**src/rtl/mie_pkg.sv**
```systemverilog
// shared types, instruction codes and constants of the mips instruction executor
package mie_pkg;

  localparam int MEM_WORDS_DEF = 4096;

  // item classes as sorted by the front end
  typedef enum logic [2:0] {
    K_EXEC,
    K_LOAD,
    K_SET_GPR,
    K_SET_HI,
    K_SET_LO,
    K_NONE
  } kind_t;

  typedef struct packed {
    kind_t       kind;
    logic [31:0] address;
    logic [31:0] value;
    logic [4:0]  reg_index;
  } item_t;

  typedef struct packed {
    logic [31:0] pc_after;
    logic        reg_written;
    logic [4:0]  written_index;
    logic [31:0] written_value;
    logic [31:0] hi_value;
    logic [31:0] lo_value;
    logic        mem_written;
    logic [31:0] store_address;
    logic [31:0] store_word;
    logic        halted;
  } result_t;

  typedef enum logic [2:0] {
    S_CLEAR,
    S_IDLE,
    S_FETCH,
    S_EXEC,
    S_MEM,
    S_MUL,
    S_DIV,
    S_DONE
  } state_t;

  // item modes
  localparam logic [2:0] MODE_EXEC    = 3'd0;
  localparam logic [2:0] MODE_LOAD    = 3'd1;
  localparam logic [2:0] MODE_SET_GPR = 3'd2;
  localparam logic [2:0] MODE_SET_HI  = 3'd3;
  localparam logic [2:0] MODE_SET_LO  = 3'd4;

  // configuration register indexes
  localparam logic CFG_MEM_BASE = 1'b0;
  localparam logic CFG_START_PC = 1'b1;

  // opcodes
  localparam logic [5:0] OP_SPECIAL = 6'h00;
  localparam logic [5:0] OP_REGIMM  = 6'h01;
  localparam logic [5:0] OP_J       = 6'h02;
  localparam logic [5:0] OP_JAL     = 6'h03;
  localparam logic [5:0] OP_BEQ     = 6'h04;
  localparam logic [5:0] OP_BNE     = 6'h05;
  localparam logic [5:0] OP_BLEZ    = 6'h06;
  localparam logic [5:0] OP_BGTZ    = 6'h07;
  localparam logic [5:0] OP_ADDI    = 6'h08;
  localparam logic [5:0] OP_ADDIU   = 6'h09;
  localparam logic [5:0] OP_SLTI    = 6'h0A;
  localparam logic [5:0] OP_ANDI    = 6'h0C;
  localparam logic [5:0] OP_ORI     = 6'h0D;
  localparam logic [5:0] OP_XORI    = 6'h0E;
  localparam logic [5:0] OP_LUI     = 6'h0F;
  localparam logic [5:0] OP_LB      = 6'h20;
  localparam logic [5:0] OP_LH      = 6'h21;
  localparam logic [5:0] OP_LW      = 6'h23;
  localparam logic [5:0] OP_SB      = 6'h28;
  localparam logic [5:0] OP_SH      = 6'h29;
  localparam logic [5:0] OP_SW      = 6'h2B;

  // special function codes
  localparam logic [5:0] FN_SLL     = 6'h00;
  localparam logic [5:0] FN_SRL     = 6'h02;
  localparam logic [5:0] FN_SRA     = 6'h03;
  localparam logic [5:0] FN_JR      = 6'h08;
  localparam logic [5:0] FN_JALR    = 6'h09;
  localparam logic [5:0] FN_SYSCALL = 6'h0C;
  localparam logic [5:0] FN_MFHI    = 6'h10;
  localparam logic [5:0] FN_MTHI    = 6'h11;
  localparam logic [5:0] FN_MFLO    = 6'h12;
  localparam logic [5:0] FN_MTLO    = 6'h13;
  localparam logic [5:0] FN_MULT    = 6'h18;
  localparam logic [5:0] FN_MULTU   = 6'h19;
  localparam logic [5:0] FN_DIV     = 6'h1A;
  localparam logic [5:0] FN_DIVU    = 6'h1B;
  localparam logic [5:0] FN_ADD     = 6'h20;
  localparam logic [5:0] FN_ADDU    = 6'h21;
  localparam logic [5:0] FN_SUB     = 6'h22;
  localparam logic [5:0] FN_SUBU    = 6'h23;
  localparam logic [5:0] FN_AND     = 6'h24;
  localparam logic [5:0] FN_OR      = 6'h25;
  localparam logic [5:0] FN_XOR     = 6'h26;
  localparam logic [5:0] FN_NOR     = 6'h27;
  localparam logic [5:0] FN_SLT     = 6'h2A;

  localparam logic [4:0] RT_BLTZ = 5'd0;
  localparam logic [4:0] RT_BGEZ = 5'd1;

  localparam logic [4:0]  REG_V0      = 5'd2;
  localparam logic [4:0]  REG_LINK    = 5'd31;
  localparam logic [31:0] SYSCALL_HALT = 32'h0000_000A;

endpackage

```
**src/rtl/mie_front.sv**
```systemverilog
// front end: two-entry item queue that sorts items by mode
module mie_front (
  input  logic            clk,
  input  logic            rst,
  input  logic            hold,
  input  logic            push,
  output logic            full,
  input  logic [2:0]      mode,
  input  logic [31:0]     address,
  input  logic [31:0]     value,
  input  logic [4:0]      reg_index,
  output logic            item_valid,
  output mie_pkg::item_t  item,
  input  logic            item_take
);
  import mie_pkg::*;

  item_t      slots [2];
  logic       wp;
  logic       rp;
  logic [1:0] cnt;
  logic       wr_ok;
  kind_t      kind;

  always_comb begin
    case (mode)
      MODE_EXEC:    kind = K_EXEC;
      MODE_LOAD:    kind = K_LOAD;
      MODE_SET_GPR: kind = K_SET_GPR;
      MODE_SET_HI:  kind = K_SET_HI;
      MODE_SET_LO:  kind = K_SET_LO;
      default:      kind = K_NONE;
    endcase
  end

  assign full       = (cnt == 2'd2) || hold;
  assign wr_ok      = push && !full;
  assign item_valid = (cnt != 2'd0);
  assign item       = slots[rp];

  always_ff @(posedge clk) begin
    if (wr_ok) begin
      slots[wp] <= '{kind: kind, address: address, value: value, reg_index: reg_index};
    end
  end

  always_ff @(posedge clk) begin
    if (rst) begin
      wp  <= 1'b0;
      rp  <= 1'b0;
      cnt <= 2'd0;
    end else begin
      if (wr_ok) wp <= ~wp;
      if (item_take) rp <= ~rp;
      cnt <= cnt + {1'b0, wr_ok} - {1'b0, item_take};
    end
  end

endmodule

```
**config.mk**
```make
export PLATFORM = sky130hd
export DESIGN_NAME = mie_front
export DESIGN_NICKNAME = d
export VERILOG_FILES = /design/src/rtl/mie_pkg.sv /design/src/rtl/mie_front.sv
export SDC_FILE = /design/constraint.sdc
export NUM_CORES = 1
export LEC_CHECK = 0
export BUFFER_PORTS_ARGS = -buffer_cell sky130_fd_sc_hd__buf_2
export CELL_PAD_IN_SITES_DETAIL_PLACEMENT = 0
export CELL_PAD_IN_SITES_GLOBAL_PLACEMENT = 1
export CORE_MARGIN = 2
export CORE_UTILIZATION = 30
export DETAILED_ROUTE_END_ITERATION = 8
export MAX_ROUTING_LAYER = met4
export PLACE_DENSITY_LB_ADDON = 0.1
export SYNTH_ARGS = -nofsm -noshare
export SYNTH_HDL_FRONTEND = slang
export SYNTH_SLANG_ARGS = --single-unit
```
**constraint.sdc**
```tcl
create_clock -name clk -period 5.2 [get_ports clk]
set_input_delay 0.26 -clock clk [delete_from_list [all_inputs] [get_ports clk]]
set_output_delay 0.26 -clock clk [all_outputs]
set_load 0.05 [all_outputs]
```
==> qor.txt <==
hold buffers post-CTS - 0
pre-CTS setup slack - 2.74 ns
Die Width - 143 um
RD Place Congestion - 0.677
gr ovfl total - 0
Cell Rows - 50
clock transition at the registers of the reported paths - 0.06 ns
Crit Path Max Fanout - 56
Yosys warning count - 0
Setup CP Type - reg2out
gr usage total - 0.111
1st-iter DRT viols - 142
fin crit share - 0.528
CTS tree - yes
commonest cells after routing, fill and taps aside - buf_2, edfxtp_1, mux2_4
Avg Cell Area, Syn - 22.9 um^2
Mapped Cells - 253
max-slew violation count - 0
fin cells - 692
Hold Worst Slack - 0.0302 ns
placed insts - 659
multi-input gate area in the final layout - 1230 um^2
clk_lat worst skew - 0.41 ns
Setup TNS - 0 ns
# setup viols final - 0
worst slew pin tran - 1.14 ns
FF/Latch Area - 4430 um^2
final worst path period need - 2.75 ns
clock root cell - clkbuf_16
Top-Level Pins - 151
VDD IR max - 0.223 mV
crit path DAT - 2.49 ns
Post-DRT Antenna Nets - 0
vias in the first global route - 2896
Synth Register Bits - 149
Area contributors post-synth - edfxtp_1, mux2_4, buf_12, dfxtp_1, mux2_2
largest net degree at the start of global routing - 57
Synth area leader - edfxtp_1
RSZ-0062 raised after global routing - no
nature of the critical path endpoint - output port
Fin. Hold Viols - 0
antenna violations before repair - 1
Port Buf Inserts - 150
Initial Util - 0.308
commonest non-fill, non-tap cell in the layout - buf_2
register area share after synthesis - 0.762
H-tree depth - 4
P_leak - 2.85 nW
Routed WL - 10900 um
max incr delay on CP - 1.04 ns
CTS Buf Count - 17
Syn Std Cell Area - 5800 um^2
core area - 18800 um^2
fmax - 364 MHz
share of the synthesized area in the top cell type - 0.745
Initial DRT Pass Iterations - 4
Max Cap Viol - 0
Syn-to-layout area delta - 26.2%
Layout Skew - 0.0104 ns
die area - 20500 um^2
vias per cell - 4.08
WL/cell - 15.7 um
fill cell count - 1778
Final #Nets - 497
DR vias - 2825
first-pass GRT wire length - 15900 um
CTS Buffer Depth - 2
Residual DRC - 0
critical path's slowest cell - dfxtp_4
PwrDens - 411 nW/um^2
Clock Sink Count - 149
DPL Wire Length - 6870 um
layout cells sized above 1 - 0.608
Vert. Die Dim - 143 um
min-delay worst type - in2reg
Slew headroom - 0.240
Yosys cell types - 20
Power, Total - 3.01 mW
Worst EP required - 4.94 ns
Resized cells post-CTS - 0
CP Cell Sequence - buf_4 > mux2_4 > buf_2
CP startpoint kind - register
final setup margin - 2.45 ns
Setup Buffers After CTS - 0
outcome - complete, no violations
syn_nets - 332
## kinds of logic (layout without fill, tap and decap cells)
group | Yosys count | in the layout | synth area share
flip-flops | 149 | 149 | 0.762
multiplexers | 73 | 73 | 0.187
AND/OR/NAND/NOR | 15 | 15 | 0.0140
buffers and inverters | 11 | 189 | 0.0280
adder cells (fa/ha/maj) | 2 | 2 | 0.00431
XOR/XNOR | 2 | 2 | 0.00302
AO/OA/AOI/OAI | 1 | 1 | 0.00129
other | 0 | 1 | 0
## worst paths after layout
check | from | end | slack [ns] | cells after the start
max | register | item[49] | 2.45 | 3
min | value[29] | slots[0][34] | 0.03 | 1
max reg2reg | cnt[0] | cnt[1] | 3.46 | 8
min reg2reg | rp | register | 0.51 | 2
## cell usage after synthesis
library cell / number
nand2b_1: 1
buf_12: 7
xnor2_1: 1
buf_6: 1
ha_1: 2
nor3_1: 1
edfxtp_1: 144
xor2_1: 1
a21o_1: 1
inv_1: 2
nor2b_1: 2
clkbuf_1: 1
dfxtp_1: 5
mux2_2: 3
or2b_1: 1
nor2_1: 7
or2_2: 1
and2_1: 1
nand3b_2: 1
mux2_4: 70
## worst max-delay path: cells and delay by family, from the launching register on
family	cells	cell delay (ns)
mux	1	0.33
buf+inv	2	0.67
flops	1	1.04
## registers in the layout, summed over array words and instances, names as in the netlist, named ones only
name   cells
slots    144
cnt        2
rp         1
wp         1
## per-stage QoR
stage,area [um^2],utilization
after floorplan,5800,-
after global placement,6780,0.360
after detailed placement,6780,0.360
after CTS,7320,0.389
after global routing,7320,0.389
final,7320,0.389
## report_power, final
part / total (mW) / internal, mW / switching [mW]
registers: 1.42 / 1.38 / 0.0394
clock network: 1.12 / 0.656 / 0.463
logic: 0.470 / 0.164 / 0.307
total: 3.01 / 2.20 / 0.809
## cell type report
cell class                      count  area share
Clock buffer                       20      0.0596
Inverter                            2     0.00103
Multi-Input combinational cell     93       0.168
Antenna cell                        1    0.000342
Clock inverter                     12      0.0142
Tap cell                          260      0.0444
Timing Repair Buffer              155       0.108
Sequential cell                   149       0.605
## layer usage
layer | vias to the layer above | track usage | part of all wire
met5 | - | - | 0
met4 | 0 | 0.0500 | 0.017
met3 | 11 | 0.0409 | 0.063
met2 | 87 | 0.178 | 0.51
met1 | 1399 | 0.125 | 0.41
li1 | 1328 | - | -
Note: power is estimated with default switching activity, not from simulation.
